--- config.mk ---
export PLATFORM = sky130hd
export DESIGN_NAME = uart_frame_parser_dispatch
export DESIGN_NICKNAME = d
export VERILOG_FILES = /design/src/uartfpd_pkg.sv /design/src/uart_frame_parser_dispatch.sv /design/src/uartfpd_ctrl.sv /design/src/uartfpd_dp.sv
export SDC_FILE = /design/constraint.sdc
export NUM_CORES = 1
export LEC_CHECK = 0
export ABC_AREA = 0
export BUFFER_PORTS_ARGS = -buffer_cell sky130_fd_sc_hd__buf_2
export CORE_UTILIZATION = 41
export DETAILED_ROUTE_END_ITERATION = 8
export MAX_ROUTING_LAYER = met4
export PLACE_DENSITY = 0.65
export SKIP_CTS_REPAIR_TIMING = 1
export SLEW_MARGIN = 25
export SYNTH_ARGS = -nofsm -noshare
export SYNTH_HDL_FRONTEND = slang
export SYNTH_HIERARCHICAL = 1
export SYNTH_SLANG_ARGS = --single-unit
export TNS_END_PERCENT = 100
--- constraint.sdc ---
create_clock -name i_clk -period 7.52 [get_ports i_clk]
set_clock_uncertainty 0.2 [all_clocks]
set_input_delay 0.752 -clock i_clk [delete_from_list [all_inputs] [get_ports i_clk]]
set_output_delay 0.752 -clock i_clk [all_outputs]
set_load 0.005 [all_outputs]
--- src/uartfpd_pkg.sv ---
`timescale 1ns / 1ps

package uartfpd_pkg;

    // Most results that one frame can produce.
    localparam int MAX_RESULTS = 32;

    // Width of the emitted subscriber mask and number of command bytes in the table.
    localparam int MASK_W      = 4;
    localparam int TABLE_BYTES = 8;

    // Result status codes.
    localparam logic [1:0] ST_OK       = 2'd0;
    localparam logic [1:0] ST_CHECKSUM = 2'd1;
    localparam logic [1:0] ST_SHORT    = 2'd2;
    localparam logic [1:0] ST_OVERFLOW = 2'd3;

    // Configuration register indexes.
    localparam logic [1:0] CFG_HEAD = 2'd0;
    localparam logic [1:0] CFG_TAIL = 2'd1;
    localparam logic [1:0] CFG_CMDS = 2'd2;

    // Commands from the controller to the datapath.
    typedef struct packed {
        logic clear_frame;
        logic store_byte;
        logic load_single;
        logic start_emit;
        logic rd_issue;
        logic load_payload;
    } t_dp_cmd;

    // Status from the datapath to the controller.
    typedef struct packed {
        logic head_hit;
        logic tail_hit;
        logic single;
        logic emit_last;
        logic out_free;
    } t_dp_stat;

endpackage

--- src/uart_frame_parser_dispatch.sv ---
`timescale 1ns / 1ps

// Channel   | Direction | Handshake              | Payload
// ----------+-----------+------------------------+---------------------------------------------
// input     | in        | i_in_valid, o_in_stall | i_data_byte
// result    | out       | o_out_valid, i_out_stall | o_status, o_command, o_payload_byte,
//           |           |                        | o_has_data, o_subscriber_mask, o_last
// config    | in        | i_cfg_we               | i_cfg_index, i_cfg_data
//
// A tail of a bad or empty frame loads its single result in the same cycle. A good frame then
// emits its payload byte by byte, each first read from the frame store and then loaded into the
// output register, and input is held off meanwhile.
// Reset is synchronous and active low; it returns the parser to hunting and clears the
// configuration to its defaults, while the frame store itself is not cleared.
// A stalled result holds in the output register; input is stalled while that register is full and not taken.

module uart_frame_parser_dispatch #(
    parameter int FRAME_DEPTH         = 32,
    parameter int NUM_SUBSCRIBERS     = 4,
    parameter int CMDS_PER_SUBSCRIBER = 2
) (
    input  logic        i_clk,
    input  logic        i_rst_n,
    // Configuration write port.
    input  logic        i_cfg_we,
    input  logic [1:0]  i_cfg_index,
    input  logic [63:0] i_cfg_data,
    // Received byte channel.
    input  logic        i_in_valid,
    output logic        o_in_stall,
    input  logic [7:0]  i_data_byte,
    // Result channel.
    output logic        o_out_valid,
    input  logic        i_out_stall,
    output logic [1:0]  o_status,
    output logic [7:0]  o_command,
    output logic [7:0]  o_payload_byte,
    output logic        o_has_data,
    output logic [3:0]  o_subscriber_mask,
    output logic        o_last
);
    import uartfpd_pkg::*;

    // The controller sequences the frame: hunting, collecting, and the read then load loop
    // that walks the payload out of the frame store. The datapath owns every register but the state.
    t_dp_cmd  w_cmd;
    t_dp_stat w_stat;

    uartfpd_ctrl u_ctrl (
        .i_clk      (i_clk),
        .i_rst_n    (i_rst_n),
        .i_in_valid (i_in_valid),
        .i_stat     (w_stat),
        .o_cmd      (w_cmd),
        .o_in_stall (o_in_stall)
    );

    // The datapath keeps a running sum of the stored bytes, so the checksum is ready as soon
    // as the tail transaction arrives, without a pass over the frame store.
    uartfpd_dp #(
        .FRAME_DEPTH         (FRAME_DEPTH),
        .NUM_SUBSCRIBERS     (NUM_SUBSCRIBERS),
        .CMDS_PER_SUBSCRIBER (CMDS_PER_SUBSCRIBER)
    ) u_dp (
        .i_clk             (i_clk),
        .i_rst_n           (i_rst_n),
        .i_cmd             (w_cmd),
        .o_stat            (w_stat),
        .i_cfg_we          (i_cfg_we),
        .i_cfg_index       (i_cfg_index),
        .i_cfg_data        (i_cfg_data),
        .i_data_byte       (i_data_byte),
        .i_out_stall       (i_out_stall),
        .o_out_valid       (o_out_valid),
        .o_status          (o_status),
        .o_command         (o_command),
        .o_payload_byte    (o_payload_byte),
        .o_has_data        (o_has_data),
        .o_subscriber_mask (o_subscriber_mask),
        .o_last            (o_last)
    );

endmodule

--- src/uartfpd_ctrl.sv ---
`timescale 1ns / 1ps

module uartfpd_ctrl (
    input  logic                  i_clk,
    input  logic                  i_rst_n,
    input  logic                  i_in_valid,
    input  uartfpd_pkg::t_dp_stat i_stat,
    output uartfpd_pkg::t_dp_cmd  o_cmd,
    output logic                  o_in_stall
);
    import uartfpd_pkg::*;

    localparam logic [1:0] S_HUNT    = 2'd0;
    localparam logic [1:0] S_COLLECT = 2'd1;
    localparam logic [1:0] S_READ    = 2'd2;
    localparam logic [1:0] S_LOAD    = 2'd3;

    logic [1:0] r_state;
    logic [1:0] n_state;
    logic       w_in_ok;
    logic       w_in_fire;

    // Bytes are taken only while framing and while the output register can take a result.
    assign w_in_ok    = ((r_state == S_HUNT) || (r_state == S_COLLECT)) && i_stat.out_free;
    assign w_in_fire  = i_in_valid && w_in_ok;
    assign o_in_stall = !w_in_ok;

    always_comb begin
        n_state = r_state;
        o_cmd   = '0;
        unique case (r_state)
            S_HUNT: begin
                if (w_in_fire && i_stat.head_hit) begin
                    o_cmd.clear_frame = 1'b1;
                    n_state           = S_COLLECT;
                end
            end
            S_COLLECT: begin
                if (w_in_fire) begin
                    if (i_stat.tail_hit) begin
                        if (i_stat.single) begin
                            o_cmd.load_single = 1'b1;
                            n_state           = S_HUNT;
                        end else begin
                            o_cmd.start_emit = 1'b1;
                            n_state          = S_READ;
                        end
                    end else begin
                        o_cmd.store_byte = 1'b1;
                    end
                end
            end
            S_READ: begin
                o_cmd.rd_issue = 1'b1;
                n_state        = S_LOAD;
            end
            S_LOAD: begin
                if (i_stat.out_free) begin
                    o_cmd.load_payload = 1'b1;
                    n_state            = i_stat.emit_last ? S_HUNT : S_READ;
                end
            end
            default: n_state = S_HUNT;
        endcase
    end

    always_ff @(posedge i_clk) begin
        if (!i_rst_n) begin
            r_state <= S_HUNT;
        end else begin
            r_state <= n_state;
        end
    end

endmodule

--- src/uartfpd_dp.sv ---
`timescale 1ns / 1ps

module uartfpd_dp #(
    parameter int FRAME_DEPTH         = 32,
    parameter int NUM_SUBSCRIBERS     = 4,
    parameter int CMDS_PER_SUBSCRIBER = 2
) (
    input  logic                  i_clk,
    input  logic                  i_rst_n,
    input  uartfpd_pkg::t_dp_cmd  i_cmd,
    output uartfpd_pkg::t_dp_stat o_stat,
    input  logic                  i_cfg_we,
    input  logic [1:0]            i_cfg_index,
    input  logic [63:0]           i_cfg_data,
    input  logic [7:0]            i_data_byte,
    input  logic                  i_out_stall,
    output logic                  o_out_valid,
    output logic [1:0]            o_status,
    output logic [7:0]            o_command,
    output logic [7:0]            o_payload_byte,
    output logic                  o_has_data,
    output logic [3:0]            o_subscriber_mask,
    output logic                  o_last
);
    import uartfpd_pkg::*;

    localparam int AW = $clog2(FRAME_DEPTH);
    localparam int CW = $clog2(FRAME_DEPTH + 1);
    localparam int SW = $clog2(FRAME_DEPTH * 255 + 1);
    localparam int LW = $clog2(MAX_RESULTS + 1);

    // Configuration registers.
    logic [7:0]    r_head;
    logic [7:0]    r_tail;
    logic [63:0]   r_cmds;

    // Frame state.
    logic [7:0]    r_mem [FRAME_DEPTH];
    logic [CW-1:0] r_count;
    logic          r_overflow;
    logic [SW-1:0] r_sum_all;
    logic [SW-1:0] r_sum_prev;
    logic [7:0]    r_last_byte;
    logic [7:0]    r_cmd_byte;
    logic [7:0]    r_len_byte;

    // Emission state.
    logic [LW-1:0] r_idx;
    logic [LW-1:0] r_eff_len;
    logic [7:0]    r_rd_data;

    // Output register.
    logic          r_out_valid;
    logic [1:0]    r_status;
    logic [7:0]    r_command;
    logic [7:0]    r_payload;
    logic          r_has_data;
    logic [3:0]    r_mask;
    logic          r_last;

    logic          w_out_fire;
    logic          w_full;
    logic          w_short;
    logic          w_sum_ok;
    logic [1:0]    w_err_status;
    logic          w_err;
    logic [CW-1:0] w_avail;
    logic [8:0]    w_len_a;
    logic [8:0]    w_len_b;
    logic [LW-1:0] w_eff_len;
    logic [3:0]    w_mask;
    logic [LW:0]   w_addr_full;
    logic [LW-1:0] w_idx_next;

    always_ff @(posedge i_clk) begin
        if (!i_rst_n) begin
            r_head <= 8'hAA;
            r_tail <= 8'h55;
            r_cmds <= '0;
        end else if (i_cfg_we) begin
            unique case (i_cfg_index)
                CFG_HEAD: r_head <= i_cfg_data[7:0];
                CFG_TAIL: r_tail <= i_cfg_data[7:0];
                CFG_CMDS: r_cmds <= i_cfg_data;
                default: ;
            endcase
        end
    end

    // Subscriber match: subscribers past the mask width and slots past the table drop out.
    always_comb begin
        int slot;
        w_mask = '0;
        for (int s = 0; s < MASK_W; s++) begin
            for (int j = 0; j < 4; j++) begin
                slot = s * CMDS_PER_SUBSCRIBER + j;
                if ((s < NUM_SUBSCRIBERS) && (j < CMDS_PER_SUBSCRIBER)
                    && (slot < TABLE_BYTES)) begin
                    if (r_cmds[8 * (slot % TABLE_BYTES) +: 8] == r_cmd_byte) begin
                        w_mask[s] = 1'b1;
                    end
                end
            end
        end
    end

    assign w_out_fire = r_out_valid && !i_out_stall;
    assign w_full     = (r_count == CW'(FRAME_DEPTH));
    assign w_short    = (r_count < CW'(3));
    assign w_sum_ok   = (r_sum_prev == SW'(r_last_byte));
    assign w_err      = r_overflow || w_short || !w_sum_ok;

    always_comb begin
        if (r_overflow) begin
            w_err_status = ST_OVERFLOW;
        end else if (w_short) begin
            w_err_status = ST_SHORT;
        end else begin
            w_err_status = ST_CHECKSUM;
        end
    end

    // Payload length is cut to the stored bytes between LEN and CHK and to the result limit.
    assign w_avail   = r_count - CW'(3);
    assign w_len_a   = (9'(w_avail) < {1'b0, r_len_byte}) ? 9'(w_avail) : {1'b0, r_len_byte};
    assign w_len_b   = (w_len_a < 9'(MAX_RESULTS)) ? w_len_a : 9'(MAX_RESULTS);
    assign w_eff_len = w_len_b[LW-1:0];

    assign w_idx_next  = r_idx + LW'(1);
    assign w_addr_full = {1'b0, r_idx} + (LW + 1)'(2);

    assign o_stat.head_hit  = (i_data_byte == r_head);
    assign o_stat.tail_hit  = (i_data_byte == r_tail);
    assign o_stat.single    = w_err || (w_eff_len == '0);
    assign o_stat.emit_last = (w_idx_next == r_eff_len);
    assign o_stat.out_free  = !r_out_valid || w_out_fire;

    always_ff @(posedge i_clk) begin
        if (!i_rst_n) begin
            r_count    <= '0;
            r_overflow <= 1'b0;
            r_sum_all  <= '0;
            r_sum_prev <= '0;
        end else if (i_cmd.clear_frame) begin
            r_count    <= '0;
            r_overflow <= 1'b0;
            r_sum_all  <= '0;
            r_sum_prev <= '0;
        end else if (i_cmd.store_byte) begin
            if (w_full) begin
                r_overflow <= 1'b1;
            end else begin
                r_count    <= r_count + CW'(1);
                r_sum_prev <= r_sum_all;
                r_sum_all  <= r_sum_all + SW'(i_data_byte);
            end
        end
    end

    always_ff @(posedge i_clk) begin
        if (i_cmd.store_byte && !w_full) begin
            r_mem[r_count[AW-1:0]] <= i_data_byte;
            r_last_byte            <= i_data_byte;
            if (r_count == CW'(0)) begin
                r_cmd_byte <= i_data_byte;
            end
            if (r_count == CW'(1)) begin
                r_len_byte <= i_data_byte;
            end
        end
        if (i_cmd.rd_issue) begin
            r_rd_data <= r_mem[w_addr_full[AW-1:0]];
        end
    end

    always_ff @(posedge i_clk) begin
        if (i_cmd.start_emit) begin
            r_idx     <= '0;
            r_eff_len <= w_eff_len;
        end else if (i_cmd.load_payload) begin
            r_idx <= w_idx_next;
        end
    end

    always_ff @(posedge i_clk) begin
        if (!i_rst_n) begin
            r_out_valid <= 1'b0;
        end else if (i_cmd.load_single || i_cmd.load_payload) begin
            r_out_valid <= 1'b1;
        end else if (w_out_fire) begin
            r_out_valid <= 1'b0;
        end
    end

    always_ff @(posedge i_clk) begin
        if (i_cmd.load_single) begin
            r_status   <= w_err ? w_err_status : ST_OK;
            r_command  <= (r_count == CW'(0)) ? 8'd0 : r_cmd_byte;
            r_payload  <= 8'd0;
            r_has_data <= 1'b0;
            r_mask     <= w_err ? 4'd0 : w_mask;
            r_last     <= 1'b1;
        end else if (i_cmd.load_payload) begin
            r_status   <= ST_OK;
            r_command  <= r_cmd_byte;
            r_payload  <= r_rd_data;
            r_has_data <= 1'b1;
            r_mask     <= w_mask;
            r_last     <= o_stat.emit_last;
        end
    end

    assign o_out_valid       = r_out_valid;
    assign o_status          = r_status;
    assign o_command         = r_command;
    assign o_payload_byte    = r_payload;
    assign o_has_data        = r_has_data;
    assign o_subscriber_mask = r_mask;
    assign o_last            = r_last;

endmodule
==> results of run 1 <==
-- stage by stage --
stage | area, um^2 | setup slack (ns)
floorplan | 18600 | 3.87
global placement | 19700 | 2.97
detailed placement | 19700 | 2.79
CTS | 21100 | 3.29
global route | 21200 | 2.90
finish | 21200 | 3.26
-- cells in the final DEF (no fill, tap or decap), types with 12 or more instances in the layout --
cell       netlist  routed
mux2i_1         54      54
clkbuf_1        44      12
a21boi_0        65      65
nor2_1          66      66
inv_1           16      16
ha_1            19      19
buf_2           17     104
nor4_1          22      22
mux4_2          64      64
nor2b_1         24      24
xnor2_1         26      26
edfxtp_1       308     308
clkinv_1         0      13
buf_4            5      23
nand2_1        216     216
dfxtp_1        132     130
clkbuf_16        0      46
a21oi_1         29      29
xor2_1          87      86
-- worst max path at each step --
stage | endpoint | cells after the start | slack, ns
after global placement | u_dp/r_mem[14][5]$_DFFE_PP_ | 10 | 2.97
after CTS | u_dp/o_command[2]$_DFFE_PP_ | 14 | 3.29
after global routing | u_dp/o_command[2]$_DFFE_PP_ | 14 | 2.90
after floorplan | u_dp/r_eff_len[0]$_DFFE_PP_ | 12 | 3.87
final | u_dp/r_eff_len[4]$_DFFE_PP_ | 10 | 3.26
after detailed placement | u_dp/r_mem[14][6]$_DFFE_PP_ | 10 | 2.79
-- sequential cells by signal, indices dropped and copies added, names as in the netlist, 6 cells and up --
signal	count
u_dp/r_sum_prev	13
u_dp/r_head	8
u_dp/r_len_byte	8
u_dp/r_cmds	64
u_dp/r_tail	8
u_dp/r_last_byte	8
u_dp/o_payload_byte	8
u_dp/r_idx	6
u_dp/r_count	6
u_dp/r_eff_len	6
u_dp/r_mem	256
u_dp/r_sum_all	13
u_dp/o_command	8
u_dp/r_rd_data	8
u_dp/r_cmd_byte	8
-- worst register-to-register path, delay by kind of cell (launching register included) --
family	cells	cell delay, ns
simple gates	3	1.49
compound gates	4	0.72
xor+xnor	1	0.30
flops	1	0.72
fa+ha+maj	1	0.31
buf+inv	1	0.13
-- layout make-up --
cell class,count,area (um^2),share of cell area [%]
Sequential cell,440,11900,56.2
Multi-Input combinational cell,821,6390,30.2
Clock buffer,59,1210,5.72
Tap cell,592,741,3.50
Timing Repair Buffer,127,693,3.27
Clock inverter,22,161,0.762
Inverter,18,68.8,0.325
Antenna cell,2,5.00,0.0236
-- where the power goes --
part	leakage, nW	switching, mW	internal (mW)
Clock	0.664	0.888	1.20
Combinational	2.74	0.0789	0.0467
Sequential	3.86	0.00993	2.60
-- routing by layer --
metal	vias to the layer above	global-route usage (%)	part of all wire [%]
met5	-	-	0
met4	0	5.72	2.5
li1	5194	-	-
met3	69	4.25	6.7
met2	323	28.8	46
met1	5505	24.8	45
-- logic make-up (layout without fill, tap and decap cells) --
group / count (synthesis) / after routing / synth area share, %
AND/OR/NAND/NOR: 409 / 409 / 10.3
buffers and inverters: 99 / 226 / 2.30
other: 0 / 2 / 0
multiplexers: 118 / 118 / 10.6
adder cells (fa/ha/maj): 20 / 20 / 1.38
AO/OA/AOI/OAI: 160 / 160 / 6.24
flip-flops: 440 / 440 / 63.8
XOR/XNOR: 114 / 114 / 5.40
==> results by group, run 1 <==
STA
  • Setup violators final: 0
  • Slew @ Worst Pin: 1.01 ns
  • Final hold vios: 0
  • Total negative slack: 0 ns
  • WHS: 0.250 ns
  • Final Cycle Share: 56.6%
  • Relative slew slack: 32.4%
  • RSZ-0062 raised after global routing: false
  • Achievable clock frequency: 235 MHz
  • Max-slew violations: 0
  • Final Critical Period: 4.26 ns

Floorplan
  • I/O pins: 105
  • Full die area: 46300 um^2
  • Die width: 215 um
  • Initial Util: 41.9%
  • Row count: 77
  • Die height: 215 um
  • Total core area: 44500 um^2

Synth
  • Prevailing post-synth register cell: edfxtp_1
  • Post-synthesis register bit count: 440
  • Ys async rst share: 0%
  • Synth unique cells: 72
  • Count leader, synth: edfxtp_1
  • Most area-hungry cell type in the Yosys netlist: edfxtp_1
  • Synth Warn #: 6
  • Yosys top cell area share: 49.6%
  • Commonest cells post-synth: 308 x edfxtp_1, 216 x nand2_1, 132 x dfxtp_1
  • Mapped Area: 18600 um^2
  • Ranking of synthesized cells by area: edfxtp_1 50%, dfxtp_1 14%, mux4_2 7.7%
  • Syn avg cell area: 13.7 um^2
  • Post-synth EDFFs: 308
  • Post-synthesis sequential area ratio: 63.8%
  • Syn Inst Count: 1360
  • Synth Net Count: 1459

Route
  • Routed len/inst: 20.1 um
  • Via/cell ratio: 5.33
  • Final antenna-violating net count: 0
  • Vias post-DR: 11100
  • DRT Wirelength: 41800 um
  • Drt drc: 0
  • Initial DRC count: 832
  • Pre-Repair DR Iteration Count: 5

Power
  • Static leakage: 7.26 nW
  • Pwr Density: 228 nW/um^2
  • Pwr Total: 4.82 mW
  • Worst VDD drop: 0.147 mV

Status
  • Outcome: finished clean

Clocking
  • Latest clock arrival within the worst-skew pair: 0.55 ns
  • CTS Sinks: 440
  • Clk slew on worst S/H paths: 0.06 ns
  • Total CTS buffers: 45
  • Max clock buf depth: 3
  • Clock Tree Root: clkbuf_16
  • CTS tree: done
  • H-tree depth: 2

Layout
  • Fillers: 3872
  • Post-layout util: 47.6%
  • Synth-to-Final Area Change: 13.6%
  • Final cell count without fillers: 2081
  • Layout cells sized above 1: 18.4%
  • Fin nets: 1552

Critical path
  • Crit-path max FO: 19
  • Crit path launch: u_dp/r_count[2]$_SDFFE_PP0P_
  • Setup CP Type: reg2reg
  • Worst R2R Start: u_dp/r_count[2]$_SDFFE_PP0P_
  • Element type at the critical path end: flip-flop
  • CP cell instances: or3_4 > a21oi_4 > xnor2_2 > clkinv_2 > ha_1 > o211ai_1 > o21ai_0 > a2111oi_1 > or3b_1 > nor3b_2
  • Worst r2r path cells: 10
  • Critical Path AT: 4.23 ns
  • Worst path bufs/invs: 1
  • Slowest-stage cell, CP: dfxtp_1
  • CP required: 7.49 ns
  • RR Endpoint: u_dp/r_eff_len[4]$_DFFE_PP_
  • Worst R2R Setup Slack: 3.26 ns
  • Crit path largest cell delay: 0.72 ns
  • CP startpoint kind: flip-flop
  • Cell family with most CP delay: simple AND/OR/NAND/NOR gates

Placement
  • Placed cell count: 1998
  • IO Port Bufs: 104
  • DP Wirelength: 27300 um
  • GPL Wtd Cong: 0.909

Global routing
  • First-pass GRT wire length: 64600 um
  • Tot GR Track Use: 18.8%
  • Vias in the first global route: 11000
  • Grt total ovfl: 0
  • Largest net degree at the start of global routing: 87
  • Initial antenna violation count: 2

Worst hold path
  • WHS Endpoint: u_dp/r_cmds[63]$_SDFFE_PN0P_
  • Kind of path behind the tightest hold check: in2reg
  • Min-delay src: i_cfg_data[63]
  • Hold depth: 3

Job
  • Max Cap Viol: 0
Power figures use the tool's default switching activity.
==> run 2, diff against run 1 <==
clock period = 3.95 ns   (was 7.52 ns; I/O delays follow)
==> results by group, run 2 (synthesis gave the netlist of run 1 again) <==
Status
  • Outcome: finished clean

Layout
  • Fillers: 3816
  • Synth-to-Final Area Change: 18.6%
  • Layout cells sized above 1: 19.4%
  • Fin nets: 1646
  • Max reg flops: 256
  • Footprint of the multi-input gates: 6350 um^2
  • Most frequent cells in the layout: 308 x edfxtp_1, 216 x nand2_1, 130 x dfxtp_1
  • Register area: 11900 um^2
  • Commonest non-fill, non-tap cell in the layout: edfxtp_1
  • Final cell count without fillers: 2180

Clocking
  • Max clock buf depth: 3
  • H-tree depth: 2
  • Clock Tree Root: clkbuf_16
  • Latest clock arrival within the worst-skew pair: 0.56 ns
  • Clk slew on worst S/H paths: 0.06 ns
  • CTS tree: done
  • CTS Sinks: 440
  • Total CTS buffers: 44

STA
  • Final hold vios: 0
  • Relative slew slack: 38.5%
  • Max-slew violations: 0
  • Setup violators final: 0
  • RSZ-0062 raised after global routing: false
  • Achievable clock frequency: 275 MHz
  • Slew @ Worst Pin: 0.919 ns
  • Final Cycle Share: 91.9%
  • Final Critical Period: 3.63 ns
  • Total negative slack: 0 ns

Global routing
  • Vias in the first global route: 11200
  • First-pass GRT wire length: 66400 um
  • Initial antenna violation count: 5
  • Largest net degree at the start of global routing: 85
  • Tot GR Track Use: 19.2%
  • Grt total ovfl: 0

Power
  • Static leakage: 7.73 nW
  • Worst VDD drop: 0.298 mV
  • Pwr Density: 428 nW/um^2

Route
  • Vias post-DR: 11500
  • Drt drc: 0
  • Final antenna-violating net count: 0
  • Pre-Repair DR Iteration Count: 7
  • Via/cell ratio: 5.26
  • Routed len/inst: 20.1 um
  • DRT Wirelength: 43700 um
  • Initial DRC count: 930

Floorplan
  • Row count: 77
  • Full die area: 46300 um^2
  • Initial Util: 41.9%
  • Die width: 215 um
  • Die height: 215 um
  • Total core area: 44500 um^2
  • I/O pins: 105

Critical path
  • Critical Path AT: 3.72 ns
  • Worst r2r path cells: 14
  • CP required: 4.04 ns
  • Setup CP Type: reg2reg
  • RR Endpoint: u_dp/o_command[3]$_DFFE_PP_
  • CP startpoint kind: flip-flop
  • Worst R2R Start: u_dp/r_count[2]$_SDFFE_PP0P_
  • Element type at the critical path end: flip-flop
  • Crit-path max FO: 13
  • Worst R2R Setup Slack: 0.32 ns

Placement
  • Placed cell count: 2029
  • GPL Wtd Cong: 0.877
  • DP Wirelength: 28500 um
  • IO Port Bufs: 104

Worst hold path
  • Min-delay src: i_data_byte[7]
  • Hold depth: 1
  • WHS Endpoint: u_dp/r_mem[25][7]$_DFFE_PP_
  • Kind of path behind the tightest hold check: in2reg

Job
  • Max Cap Viol: 0
## run 2: power by group
group / leakage, nW / switching (mW) / total, mW / internal [mW]
sequential: 3.86 / 0.0189 / 4.97 / 4.95
combinational: 3.16 / 0.165 / 0.299 / 0.134
clock: 0.708 / 1.74 / 4.20 / 2.46
## run 2: cell type report
class	count	area share, %
inverter	18	0.311
clock inverter	21	0.877
clock buffer	61	5.78
timing repair buffer	222	7.14
tap	592	3.35
antenna	5	0.0566
multi-input combinational	821	28.7
sequential	440	53.8
## run 2: metal layers
metal	share of wire (%)	track usage (%)
met1	45	25.5
met2	46	29.1
met3	6.8	4.59
met4	2.8	5.70
met5	0	-
## run 2: through the flow
step                setup slack [ns]  hold WS [ns]  power (mW)  area (um^2)  utilization [%]
floorplan                      0.299         0.231        5.17        18600                -
global placement               0.234         0.240        5.31        20000             44.9
detailed placement             0.172         0.246        5.31        20000             44.9
CTS                            0.157        -0.129        9.50        21500             48.2
global route                  0.0217        0.0132        9.75        22100             49.7
finish                         0.318       0.00607        9.47        22100             49.7
## run 2: worst max path at each step
stage                                 startpoint                          end  cells past startpoint
floorplan           u_dp/r_count[2]$_SDFFE_PP0P_  u_dp/r_eff_len[0]$_DFFE_PP_                     12
global placement    u_dp/r_count[2]$_SDFFE_PP0P_  u_dp/o_command[2]$_DFFE_PP_                     14
detailed placement  u_dp/r_count[2]$_SDFFE_PP0P_  u_dp/o_command[3]$_DFFE_PP_                     14
CTS                 u_dp/r_count[2]$_SDFFE_PP0P_  u_dp/o_command[5]$_DFFE_PP_                     14
global route        u_dp/r_count[2]$_SDFFE_PP0P_  u_dp/o_command[3]$_DFFE_PP_                     14
finish              u_dp/r_count[2]$_SDFFE_PP0P_  u_dp/o_command[3]$_DFFE_PP_                     14
## run 2: worst max-delay path: stages (launching register included)
cell and delay, ns:
dfxtp_1 0.31, or3_4 0.44, a21oi_4 0.14, xnor2_2 0.19
clkinv_2 0.13, ha_1 0.32, a21oi_1 0.14, o21ai_1 0.15
a2111oi_1 0.34, or3b_1 0.21, nand2_1 0.06, nor2_1 0.14
buf_4 0.23, and3_2 0.31, nor2b_1 0.07
==> run 3, diff against run 2 <==
SYNTH_HIERARCHICAL = not set   (was 1)
==> results by group, run 3 <==
Status
  • Outcome: finished clean

Route
  • Wire length on met2: 21600 um
  • Final antenna-violating net count: 0
  • Via/cell ratio: 5.21
  • Pre-Repair DR Iteration Count: 5
  • Routed len/inst: 20.5 um
  • Met1 wire length: 18200 um
  • Initial DRC count: 934
  • Drt drc: 0
  • Top sig layer: met4
  • Vias post-DR: 11100
  • Routed wl met3: 2220 um
  • DRT Wirelength: 43500 um

Floorplan
  • Full die area: 45600 um^2
  • Die height: 214 um
  • I/O pins: 105
  • Initial Util: 41.6%
  • Row count: 77
  • Total core area: 44100 um^2
  • Die width: 214 um

Synth
  • Ys async rst share: 0%
  • Synth unique cells: 60
  • Syn avg cell area: 14.2 um^2
  • Synth Warn #: 0
  • Commonest cells post-synth: 308 x edfxtp_1, 170 x nand2_1, 132 x dfxtp_1
  • Most area-hungry cell type in the Yosys netlist: edfxtp_1
  • Post-synth EDFFs: 308
  • Yosys top cell area share: 50.4%
  • Ranking of synthesized cells by area: edfxtp_1 50%, dfxtp_1 14%, mux4_2 7.9%
  • Syn Inst Count: 1290
  • Mapped Area: 18300 um^2
  • Synth Net Count: 1389
  • Count leader, synth: edfxtp_1
  • Post-synthesis register bit count: 440
  • Post-synthesis sequential area ratio: 64.8%
  • Prevailing post-synth register cell: edfxtp_1

Global routing
  • Vias in the first global route: 10500
  • Largest net degree at the start of global routing: 65
  • Initial antenna violation count: 2
  • Grt total ovfl: 0
  • First-pass GRT wire length: 63500 um
  • Tot GR Track Use: 19.3%

Power
  • Static leakage: 7.76 nW
  • Pwr Density: 438 nW/um^2
  • Worst VDD drop: 0.255 mV
  • Pwr Total: 9.61 mW

Placement
  • DP Worst Slack: 0.611 ns
  • DP Wirelength: 27900 um
  • GPL Wtd Cong: 0.860
  • IO Port Bufs: 104
  • Placed cell areas: 19700 um^2

Critical path
  • CP cell instances: a2111oi_1 > xnor2_1 > inv_1 > ha_1 > o21a_1 > o21ai_0 > or4_1 > o221ai_1 > nand2b_1 > buf_4 > o21a_1
  • CP startpoint kind: flip-flop
  • Slowest-stage cell, CP: a2111oi_1
  • Cell mode on critical path: o21a_1
  • Crit-path max FO: 19
  • Critical Path AT: 3.49 ns
  • Worst path bufs/invs: 2
  • Setup CP Type: reg2reg
  • Crit path largest cell delay: 0.51 ns
  • Cell family with most CP delay: compound AO/OA/AOI/OAI gates
  • Element type at the critical path end: flip-flop
  • CP required: 4.06 ns

Layout
  • Commonest non-fill, non-tap cell in the layout: edfxtp_1
  • Fillers: 3824
  • Most frequent cells in the layout: 308 x edfxtp_1, 170 x nand2_1, 130 x dfxtp_1
  • Post-route cell area: 21900 um^2
  • Fin nets: 1591
  • Layout cells sized above 1: 21.0%
  • Synth-to-Final Area Change: 19.5%
  • Max reg flops: 256

STA
  • Final Cycle Share: 85.6%
  • Max-slew violations: 0
  • Total negative slack: 0 ns
  • Slew @ Worst Pin: 0.933 ns
  • Final Critical Period: 3.38 ns
  • RSZ-0062 raised after global routing: false
  • Final hold vios: 0
  • Relative slew slack: 37.7%
  • Achievable clock frequency: 296 MHz
  • Final setup margin: 0.568 ns
  • Setup violators final: 0

Clocking
  • Total CTS buffers: 46
  • Clk slew on worst S/H paths: 0.06 ns
  • CTS Sinks: 440
  • Clock Tree Root: clkbuf_16
  • Latest clock arrival within the worst-skew pair: 0.57 ns
  • H-tree depth: 2
  • CTS tree: done
  • Max clock buf depth: 3

Worst hold path
  • Kind of path behind the tightest hold check: in2reg

Job
  • Max Cap Viol: 0
[run 3: cell types whose count changed after synthesis, moves of 12 or more]
cell / delta
a21boi_0: -65
mux4_1: +16
a21oi_1: +53
nor2b_1: -19
o21a_1: +12
nand2_1: -46
nor3_1: -13
nor2_1: +35
mux2i_1: -20
[run 3: path summary, 6_finish.rpt]
kind	slack, ns	start	cells past startpoint	endpoint
hold / removal	0.18	i_in_valid	5	u_dp.r_overflow$_SDFFE_PP0P_
hold reg to reg	0.25	u_dp.o_payload_byte[0]$_SDFFE_PN0P_	2	u_dp.o_payload_byte[0]$_SDFFE_PN0P_
setup reg to reg	0.57	u_dp.r_count[1]$_SDFFE_PP0P_	11	u_dp.o_command[5]$_DFFE_PP_
setup / recovery	0.57	u_dp.r_count[1]$_SDFFE_PP0P_	11	u_dp.o_command[5]$_DFFE_PP_
[run 3: layout make-up]
type,count,area (um^2),area share [%]
Sequential cell,440,11900,54.3
Antenna cell,1,2.50,0.0114
Tap cell,592,741,3.38
Clock inverter,35,334,1.52
Multi-Input combinational cell,761,6080,27.7
Inverter,18,67.6,0.308
Clock buffer,51,1190,5.44
Timing Repair Buffer,225,1610,7.33
[run 3: cells by family after synthesis]
family | Yosys count | share of synthesized area (%)
flops | 440 | 64.8
simple gates | 358 | 8.64
compound gates | 141 | 4.71
mux | 122 | 12.5
xor+xnor | 120 | 5.73
buf+inv | 89 | 2.18
fa+ha+maj | 20 | 1.41
[run 3: power by group]
| group | switching [mW] | internal (mW) | leakage, nW |
|---|---|---|---|
| clock | 1.82 | 2.53 | 0.746 |
| sequential | 0.0214 | 4.95 | 3.86 |
| combinational | 0.170 | 0.125 | 3.16 |
[run 3: through the flow]
stage          std cells  util, %  hold WS (ns)
6_report            2123     49.7         0.177
5_1_grt             2123     49.7         0.183
4_1_cts             2056     48.2        -0.149
3_5_place_dp        1970     44.7         0.247
3_3_place_gp        1970     44.7         0.242
2_1_floorplan       1290        -         0.248
[run 3: metal layers]
layer / global-route usage (%) / vias to the layer above
li1: - / 5177
met4: 6.63 / 0
met1: 24.9 / 5481
met2: 31.0 / 304
met5: - / -
met3: 3.05 / 94
[run 3: worst reg2reg max path, stage by stage, from the launching register on]
cell	delay (ns)
dfxtp_1	0.31
a2111oi_1	0.51
xnor2_1	0.23
inv_1	0.08
ha_1	0.32
o21a_1	0.14
o21ai_0	0.07
or4_1	0.47
o221ai_1	0.27
nand2b_1	0.11
buf_4	0.21
o21a_1	0.20
